$ cat src/rtl/scmr_pkg.sv
`default_nettype none
package scmr_pkg;

	localparam logic [7:0] CH_ZERO  = 8'h30;
	localparam logic [7:0] CH_NINE  = 8'h39;
	localparam logic [7:0] CH_PLUS  = 8'h2B;
	localparam logic [7:0] CH_MINUS = 8'h2D;
	localparam logic [7:0] CH_SPACE = 8'h20;
	localparam logic [7:0] CH_ANGLE = 8'h41;
	localparam logic [7:0] CH_SPEED = 8'h53;

	localparam logic CMD_BYTE = 1'b0;
	localparam logic CMD_TICK = 1'b1;

	localparam logic [7:0]        ANGLE_RESET = 8'd90;
	localparam logic signed [8:0] SPEED_RESET = 9'sd0;

	typedef enum logic [1:0] {
		DRIVE_OFF = 2'd0,
		DRIVE_FWD = 2'd1,
		DRIVE_REV = 2'd2
	} drive_mode_t;

	typedef struct packed {
		logic               angle_wr;
		logic               speed_wr;
		logic [7:0]         angle;
		logic signed [8:0]  speed;
	} target_upd_t;

endpackage
`default_nettype wire

$ cat src/rtl/scmr_parse.sv
`default_nettype none
module scmr_parse #(
	parameter int TEXT_SLOTS = 3
) (
	input  wire logic              clk,
	input  wire logic              arst_n,
	input  wire logic              byte_en,
	input  wire logic [7:0]        byte_value,
	output scmr_pkg::target_upd_t  upd
);
	import scmr_pkg::*;

	localparam int CNT_W = $clog2(TEXT_SLOTS + 1);
	localparam logic [5:0] ACC_SAT = 6'd51;
	localparam logic [5:0] MAG_MAX = 6'd50;

	typedef enum logic [1:0] {
		PH_LEAD,
		PH_DIGITS,
		PH_DONE
	} phase_t;

	phase_t           phase_q;
	logic             neg_q;
	logic [5:0]       acc_q;
	logic [CNT_W-1:0] count_q;

	logic        is_digit;
	logic        is_sign;
	logic        is_space;
	logic        is_cmd_a;
	logic        is_cmd_s;
	logic        store_ok;
	logic [7:0]  digit_full;
	logic [9:0]  acc_mul;
	logic [5:0]  acc_sat;
	logic [5:0]  mag;
	logic [6:0]  tval;
	logic [9:0]  angle_prod;
	logic [17:0] angle_rec;
	logic [12:0] speed_prod;
	logic [25:0] speed_rec;
	logic [9:0]  speed_off;

	always_comb begin
		is_digit   = (byte_value >= CH_ZERO) && (byte_value <= CH_NINE);
		is_sign    = (byte_value == CH_PLUS) || (byte_value == CH_MINUS);
		is_space   = (byte_value == CH_SPACE);
		is_cmd_a   = (byte_value == CH_ANGLE);
		is_cmd_s   = (byte_value == CH_SPEED);
		store_ok   = (is_digit || is_sign || is_space) && (count_q < CNT_W'(TEXT_SLOTS));
		digit_full = byte_value - CH_ZERO;
		acc_mul    = 10'(acc_q) * 10'd10 + 10'(digit_full[3:0]);
		acc_sat    = (acc_mul > 10'(ACC_SAT)) ? ACC_SAT : acc_mul[5:0];

		mag  = (acc_q > MAG_MAX) ? MAG_MAX : acc_q;
		tval = neg_q ? (7'd50 - 7'(mag)) : (7'd50 + 7'(mag));

		// Scale by 9/5 and 51/10 with reciprocal multiplies; both stay exact over 0..100.
		angle_prod = 10'(tval) * 10'd9;
		angle_rec  = 18'(angle_prod) * 18'd205;
		speed_prod = 13'(tval) * 13'd51;
		speed_rec  = 26'(speed_prod) * 26'd6554;
		speed_off  = speed_rec[25:16] - 10'd255;

		upd.angle_wr = byte_en && is_cmd_a;
		upd.speed_wr = byte_en && is_cmd_s;
		upd.angle    = angle_rec[17:10];
		upd.speed    = $signed(speed_off[8:0]);
	end

	always_ff @(posedge clk or negedge arst_n) begin
		if (!arst_n) begin
			phase_q <= PH_LEAD;
			neg_q   <= 1'b0;
			acc_q   <= '0;
			count_q <= '0;
		end else if (byte_en) begin
			if (is_cmd_a || is_cmd_s) begin
				phase_q <= PH_LEAD;
				neg_q   <= 1'b0;
				acc_q   <= '0;
				count_q <= '0;
			end else if (store_ok) begin
				count_q <= count_q + CNT_W'(1);
				unique case (phase_q)
					PH_LEAD: begin
						if (is_sign) begin
							neg_q   <= (byte_value == CH_MINUS);
							phase_q <= PH_DIGITS;
						end else if (is_digit) begin
							acc_q   <= acc_sat;
							phase_q <= PH_DIGITS;
						end
					end
					PH_DIGITS: begin
						if (is_digit) begin
							acc_q <= acc_sat;
						end else begin
							phase_q <= PH_DONE;
						end
					end
					PH_DONE: begin
						phase_q <= PH_DONE;
					end
					default: begin
						phase_q <= PH_DONE;
					end
				endcase
			end
		end
	end

endmodule
`default_nettype wire

$ cat src/rtl/scmr_ramp.sv
`default_nettype none
module scmr_ramp (
	input  wire logic                  clk,
	input  wire logic                  arst_n,
	input  wire logic                  tick_en,
	input  wire scmr_pkg::target_upd_t upd,
	output scmr_pkg::drive_mode_t      drive_mode,
	output logic [7:0]                 duty,
	output logic [7:0]                 actual_angle,
	output logic signed [8:0]          actual_speed
);
	import scmr_pkg::*;

	logic [7:0]        target_angle_q;
	logic signed [8:0] target_speed_q;
	logic [7:0]        angle_q;
	logic signed [8:0] speed_q;
	drive_mode_t       mode_q;
	logic [7:0]        duty_q;

	logic [7:0]        angle_nxt;
	logic signed [8:0] speed_nxt;
	logic signed [8:0] speed_neg;

	always_comb begin
		if (target_angle_q > angle_q) begin
			angle_nxt = angle_q + 8'd1;
		end else if (target_angle_q < angle_q) begin
			angle_nxt = angle_q - 8'd1;
		end else begin
			angle_nxt = angle_q;
		end
		if (target_speed_q > speed_q) begin
			speed_nxt = speed_q + 9'sd1;
		end else if (target_speed_q < speed_q) begin
			speed_nxt = speed_q - 9'sd1;
		end else begin
			speed_nxt = speed_q;
		end
		speed_neg = -speed_nxt;
	end

	always_ff @(posedge clk or negedge arst_n) begin
		if (!arst_n) begin
			target_angle_q <= ANGLE_RESET;
			target_speed_q <= SPEED_RESET;
			angle_q        <= ANGLE_RESET;
			speed_q        <= SPEED_RESET;
			mode_q         <= DRIVE_OFF;
			duty_q         <= '0;
		end else begin
			if (upd.angle_wr) begin
				target_angle_q <= upd.angle;
			end
			if (upd.speed_wr) begin
				target_speed_q <= upd.speed;
			end
			if (tick_en) begin
				angle_q <= angle_nxt;
				speed_q <= speed_nxt;
				if (speed_nxt > 9'sd0) begin
					mode_q <= DRIVE_FWD;
					duty_q <= speed_nxt[7:0];
				end else if (speed_nxt < 9'sd0) begin
					mode_q <= DRIVE_REV;
					duty_q <= speed_neg[7:0];
				end
			end
		end
	end

	assign drive_mode   = mode_q;
	assign duty         = duty_q;
	assign actual_angle = angle_q;
	assign actual_speed = speed_q;

endmodule
`default_nettype wire

$ cat src/rtl/serial_command_motor_ramp_core.sv
// Accepted input goes to the input register, then its result to the state/result registers.
// One item per cycle unless the output stalls; s_axis_tready follows m_axis_tready combinationally.
// The input register and the state/result registers form the two stages.
// Reset (arst_n low, asynchronous) sets angles to 90, speeds, drive and duty to zero
// and empties the text store; the block accepts items in the first cycle after reset.
`default_nettype none
module serial_command_motor_ramp_core #(
	parameter int TEXT_SLOTS = 3
) (
	input  wire logic        clk,
	input  wire logic        arst_n,
	input  wire logic        s_axis_tvalid,
	output logic             s_axis_tready,
	input  wire logic [7:0]  s_axis_tdata,   // byte_value[7:0]
	input  wire logic        s_axis_tuser,   // cmd[0]
	output logic             m_axis_tvalid,
	input  wire logic        m_axis_tready,
	output logic [31:0]      m_axis_tdata    // drive_mode[1:0], duty[9:2], actual_angle[17:10],
	                                         // actual_speed[26:18], zero[31:27]
);
	import scmr_pkg::*;

	logic        valid_s1;
	logic        cmd_s1;
	logic [7:0]  byte_s1;
	logic        m_valid_q;
	logic        out_free;
	logic        advance;

	target_upd_t       upd;
	drive_mode_t       drive_mode;
	logic [7:0]        duty;
	logic [7:0]        actual_angle;
	logic signed [8:0] actual_speed;

	assign out_free      = !m_valid_q || m_axis_tready;
	assign advance       = valid_s1 && out_free;
	assign s_axis_tready = !valid_s1 || out_free;

	always_ff @(posedge clk or negedge arst_n) begin
		if (!arst_n) begin
			valid_s1  <= 1'b0;
			m_valid_q <= 1'b0;
		end else begin
			if (s_axis_tready) begin
				valid_s1 <= s_axis_tvalid;
			end
			if (out_free) begin
				m_valid_q <= valid_s1;
			end
		end
	end

	always_ff @(posedge clk) begin
		if (s_axis_tvalid && s_axis_tready) begin
			cmd_s1  <= s_axis_tuser;
			byte_s1 <= s_axis_tdata;
		end
	end

	scmr_parse #(
		.TEXT_SLOTS(TEXT_SLOTS)
	) u_parse (
		.clk       (clk),
		.arst_n    (arst_n),
		.byte_en   (advance && (cmd_s1 == CMD_BYTE)),
		.byte_value(byte_s1),
		.upd       (upd)
	);

	scmr_ramp u_ramp (
		.clk         (clk),
		.arst_n      (arst_n),
		.tick_en     (advance && (cmd_s1 == CMD_TICK)),
		.upd         (upd),
		.drive_mode  (drive_mode),
		.duty        (duty),
		.actual_angle(actual_angle),
		.actual_speed(actual_speed)
	);

	assign m_axis_tvalid = m_valid_q;
	assign m_axis_tdata  = {5'b0, actual_speed, actual_angle, duty, drive_mode};

endmodule
`default_nettype wire

$ cat config.mk
export PLATFORM = sky130hd
export DESIGN_NAME = serial_command_motor_ramp_core
export DESIGN_NICKNAME = d
export VERILOG_FILES = /design/src/rtl/scmr_pkg.sv /design/src/rtl/scmr_parse.sv /design/src/rtl/scmr_ramp.sv /design/src/rtl/serial_command_motor_ramp_core.sv
export SDC_FILE = /design/constraint.sdc
export NUM_CORES = 1
export LEC_CHECK = 0
export BUFFER_PORTS_ARGS = -buffer_cell sky130_fd_sc_hd__buf_2
export CORE_MARGIN = 2
export CORE_UTILIZATION = 45
export CTS_CLUSTER_SIZE = 10
export DETAILED_ROUTE_END_ITERATION = 7
export HOLD_SLACK_MARGIN = 0.05
export PLACE_DENSITY = 0.62
export SYNTH_ARGS = -nofsm -noshare
export SYNTH_HDL_FRONTEND = slang
export SYNTH_HIERARCHICAL = 1
export SYNTH_SLANG_ARGS = --single-unit
$ cat constraint.sdc
create_clock -name clk -period 10.2 [get_ports clk]
set_input_delay 1.02 -clock clk [delete_from_list [all_inputs] [get_ports clk]]
set_output_delay 1.02 -clock clk [all_outputs]
set_load 0.01 [all_outputs]
* Word level (Yosys, flattened, before mapping)
Index checks and enable logic that the tools add are counted.
** Word-level totals
- Register bits :: 66
- Input bits :: 13
- Logic and storage cells :: 108
** Cells by class
- Add/subtract/negate cells :: 11
- Multipliers :: 5
- Magnitude comparators :: 11
- Equal/unequal tests :: 9
- Multiplexer cells :: 28
- Bitwise logic cells :: 1
- Reduce and logical (&&, ||, !) cells :: 29
** Operators by type and width (number)
- $mux 6 :: 6
- $mux 8 :: 4
- $eq 8x6->1 const B :: 3
- $mul 13x12->24 const B :: 1
- $mul 10x8->18 const B :: 1
- $mux 2 :: 9
- $mux 9 :: 2
- $eq 8x7->1 const B :: 2
- $mul 7x6->13 const B :: 1
- $pmux 6 s2 :: 1
- $reduce_and 4->1 :: 3
- $add 10x4->10 :: 1
- $gt 10x6->1 const B :: 1
- $mul 7x4->10 const B :: 1
- $reduce_bool 2->1 :: 5
- $add 9x2->9 const B :: 1
- $gt 9x1->1 const B :: 1
- $gt 9x9->1 :: 1
- $lt 9x1->1 const B :: 1
- $lt 9x9->1 :: 1
- $mul 6x3->9 const B :: 1
- $sub 9x2->9 const B :: 1
- $sub 9x8->9 const B :: 1
- $add 8x1->8 const B :: 1
- other kinds (25) :: 44

* Logic depth before layout (Yosys ltp)
- Depth after elaboration :: 9
- Gate-level depth with buffers :: 45
- Depth with buffers taken out :: 44

* By module
Netlist, hierarchy kept.
** Modules (own cells, without submodules)
- scmr_parse :: times used 1, cells each 717, area an instance 6465.0 um^2, seq. area each 275.3 um^2
- scmr_ramp :: times used 1, cells each 312, area an instance 3060.4 um^2, seq. area each 1111.1 um^2
- serial_command_motor_ramp_core :: times used 1, cells each 25, area an instance 409.1 um^2, seq. area each 320.3 um^2

* Least setup slack after synthesis
OpenSTA, ideal clock, no wires.
- Path kind :: reg-to-reg
- Start :: reg u_parse.acc_q[3]
- End :: reg u_ramp.target_speed_q[8]
- Arrival time :: 9539 ps
- Required time :: 10075 ps
- Setup slack :: 536 ps
- Cell stages (with the launch flop) :: 42
- Path buffers :: 1
- Cell sequence :: dfrtp_1 > clkbuf_1 > nor3_1 > o21ai_1 > inv_1 > ha_1 > or2b_1 > mux2i_2 > nor2_1 > ha_1 > fa_1 > inv_1 > fa_1 > inv_1 > ha_1 > inv_1 > nor2_1 > nor2_1 > [... 6 more ...] > inv_1 > fa_1 > fa_1 > inv_1 > fa_1 > inv_1 > ha_1 > nand4_1 > a21o_2 > o21ai_0 > xor2_1 > ha_1 > nand4_2 > nor4bb_4 > a31oi_1 > a221oi_2 > xnor2_1 > mux2_2
** RTL lines
- start: declaration :: RTL line scmr_parse.sv:25 : logic [5:0] acc_q;
- start signal: assignment :: RTL line scmr_parse.sv:92 : acc_q <= acc_sat;
- start signal: assignment :: RTL line scmr_parse.sv:98 : acc_q <= acc_sat;
- end signal: assignment :: RTL line scmr_ramp.sv:56 : target_speed_q <= upd.speed;
- end: declaration :: RTL line scmr_ramp.sv:15 : logic signed [8:0] target_speed_q;

==> run_results.csv <==
group,metric,value,unit
critical_path,start_kind,"flip-flop",
critical_path,path_max_fanout,8,
grt,grt_max_degree,58,
placement,gp_congestion,0.8648,
final_layout,multi_input_area,7431,um^2
synthesis,synth-seq-cells,66,
grt,grt_overflow,0,
synthesis,synth_cells,1054,
final_layout,finalNetCount,1399,
synthesis,syn_avg_cell_area,9.426,um^2
floorplan,die_w,152.6,um
clocking,clock-sinks,66,
floorplan,fp-row-count,54,
final_layout,fin_util,50.21,%
drt,first_iter_violations,301,
timing,whs,0.4804,ns
synthesis,synth_edf_count,9,
clocking,clkTransAtPathRegs,0.06,ns
drt,dr.pass1.iters,4,
critical_path,crit_required,10.41,ns
drt,antenna_left,0,
clocking,clock_latency,0.33,ns
grt,grt_pass1_wl,33960,um
synthesis,yosysTopAreaCell,"ha_1",
final_layout,syn_to_final_growth,9.950,%
run_status,status,"completed",
floorplan,io_pins,47,
timing,period_minus_slack,9.661,ns
final_layout,diodes,0,
grt,grt_pass1_vias,7025,
run,drv_cap,0,
synthesis,syn_area,9935,um^2
drt,routed_wl,19570,um
final_layout,regArea,1709,um^2
floorplan,start_util,45.66,%
timing,fmax,103.5,MHz
synthesis,yosys-top-cells-area,"ha_1 26%, fa_1 14%, dfrtp_1 12%",
drt,vias,7166,
critical_path,crit_type,"reg2reg",
floorplan,dieArea,23280,um^2
clocking,clock_path_buffers,2,
timing,hold_violations,0,
synthesis,ys_seq_area_share,17.18,%
drt,drc,0,
timing,slew_violations,0,
synthesis,synth_cell_types,81,
synthesis,synthDominantCellAreaShare,26.32,%
placement,dp_hpwl,16290,um
synthesis,yosys_warnings,6,
critical_path,cpMaxStageDelayCell,"fa_1",
worst_hold_path,hold_path.class,"reg2reg",
floorplan,core_region_area,21760,um^2
timing,skew,0.007696,ns
drt,viasPerCell,5.148,
synthesis,ys.flop_type,"dfrtp_1",
clocking,tritoncts,"built",
floorplan,die_y,152.6,um
timing,worst-slew-pin-transition,1.079,ns
clocking,cts_buffers,9,
clocking,root_buffer,"clkbuf_16",
critical_path,crit_arrival,9.87,ns
grt,antenna_found_initial,0,
worst_hold_path,hold_depth,1,
drt,wl_per_cell,14.06,um
timing,relSlewSlack,27.54,%
synthesis,ys_async_sr_fraction,86.36,%
clocking,holdBufCountCts,0,
final_layout,fillers,2097,
critical_path,critical-path-max-stage-delay,0.56,ns
clocking,h-tree-depth,3,
timing,setup_viol,0,
timing,fin_crit_sh,94.72,%
grt,globalRouteTotalUtil,17.27,%
final_layout,drive_gt1_share,13.40,%
critical_path,reg2regPathDepth,40,
placement,io_buffers,41,
critical_path,cp-end-kind,"flip-flop",
critical_path,regToRegSetupSlack,0.54,ns
critical_path,timing.critical_path.mode_cell,"inv_1",
[final timing paths]
kind                                                       start                              endpoint
min in group asynchronous                                 arst_n    u_ramp/actual_speed[0]$_DFFE_PN0P_
worst min-delay path            u_ramp/drive_mode[1]$_DFFE_PN0P_      u_ramp/drive_mode[1]$_DFFE_PN0P_
worst min register to register  u_ramp/drive_mode[1]$_DFFE_PN0P_      u_ramp/drive_mode[1]$_DFFE_PN0P_
worst max register to register      u_parse/acc_q[1]$_DFFE_PN0P_  u_ramp/target_speed_q[8]$_DFFE_PN0P_
worst max-delay path                u_parse/acc_q[1]$_DFFE_PN0P_  u_ramp/target_speed_q[8]$_DFFE_PN0P_
max in group asynchronous                                 arst_n          u_parse/acc_q[5]$_DFFE_PN0P_
[cell families (layout without fill, tap and decap cells)]
logic type                 after synthesis  in the layout  synth area share, %
adders and majority gates              279            279                40.43
buffers and inverters                  218            272                8.602
and+or+nand+nor                        206            206                10.83
AOI/OAI and AO/OA                      174            174                12.34
xor gates and xnor gates                76             76                6.700
DFF                                     66             66                17.18
muxes                                   34             34                3.879
other                                    1              5              0.03775
[timing repair]
item                       4_1_cts  5_1_grt
setup endpoints to repair        0        4
hold endpoints to repair         0        0
buffers inserted                 0        4
gates resized for setup          0       12
[cells in the mapped netlist (all sizes together) (10+ instances only)]
cell / count
xnor2: 55
fa: 70
and3: 10
o21bai: 11
clkbuf: 16
nand3: 19
ha: 209
a21o: 17
inv: 193
mux2i: 13
nor3: 20
dfrtp: 49
mux2: 20
nor2: 39
xor2: 21
nand2: 59
nand4: 13
nor2b: 10
o21ai: 36
a21oi: 45
[layout by cell type (no fill, tap or decap), types with 9 or more instances in the layout]
cell	instances
nand3_1	18
a21o_1	16
dfrtp_1	47
edfxtp_1	9
nand4_1	12
mux2_2	20
inv_1	191
mux2i_1	12
buf_2	41
o21ai_0	34
nor2_1	38
xor2_1	20
a21oi_1	43
nand2_1	57
xnor2_1	53
o21bai_1	11
nor3_1	20
clkbuf_16	9
buf_4	21
fa_1	70
nor2b_1	10
ha_1	207
[state kept, by name, indices dropped and copies added (netlist names), 2 cells and up]
name and flops:
u_ramp/actual_speed 9, u_ramp/target_speed_q 9, u_parse/acc_q 6, u_ramp/duty 8, u_ramp/drive_mode 2, u_parse/phase_q 2
byte_s1 8, u_ramp/actual_angle 8, u_ramp/target_angle_q 8, u_parse/count_q 2
[stage by stage]
stage | worst slack [ns] | std cells | setup TNS [ns] | cell area (um^2)
2_1_floorplan | 0.5364 | 1058 | 0 | 9950
3_3_place_gp | 0.5282 | 1372 | 0 | 10510
3_5_place_dp | 0.2321 | 1372 | 0 | 10510
4_1_cts | 0.1989 | 1388 | 0 | 10850
5_1_grt | -0.05169 | 1392 | -0.05169 | 10920
6_report | 0.5389 | 1392 | 0 | 10920
[final cells by class]
| cell class | count | area share, % |
|---|---|---|
| multi-input cells | 774 | 68.03 |
| flip-flops and latches | 66 | 15.65 |
| inverters | 194 | 6.667 |
| repair buffers | 62 | 3.322 |
| well taps | 280 | 3.207 |
| clock buffers | 9 | 2.062 |
| clock inverters | 7 | 1.065 |
[layer usage]
| layer | share of wire (%) | up-vias | global-route usage (%) |
|---|---|---|---|
| met5 | 0 | - | 0 |
| met2 | 45 | 105 | 28.14 |
| met1 | 51 | 3363 | 25.27 |
| li1 | - | 3690 | - |
| met4 | 0.82 | 0 | 3.395 |
| met3 | 2.7 | 8 | 1.422 |
[critical path: cells and delay by family, from the launching register on]
kind                     cells  cell delay (ns)
AO/OA/AOI/OAI                7             1.35
XOR/XNOR                     3             0.45
adder cells (fa/ha/maj)     12             5.09
buffers and inverters        8             0.48
flip-flops                   1             0.50
multiplexers                 2             0.43
AND/OR/NAND/NOR              8             1.24
Power is left out: the tool's default activity adds up to more than one toggle a clock period on the data nets, which glitch-free logic cannot reach.
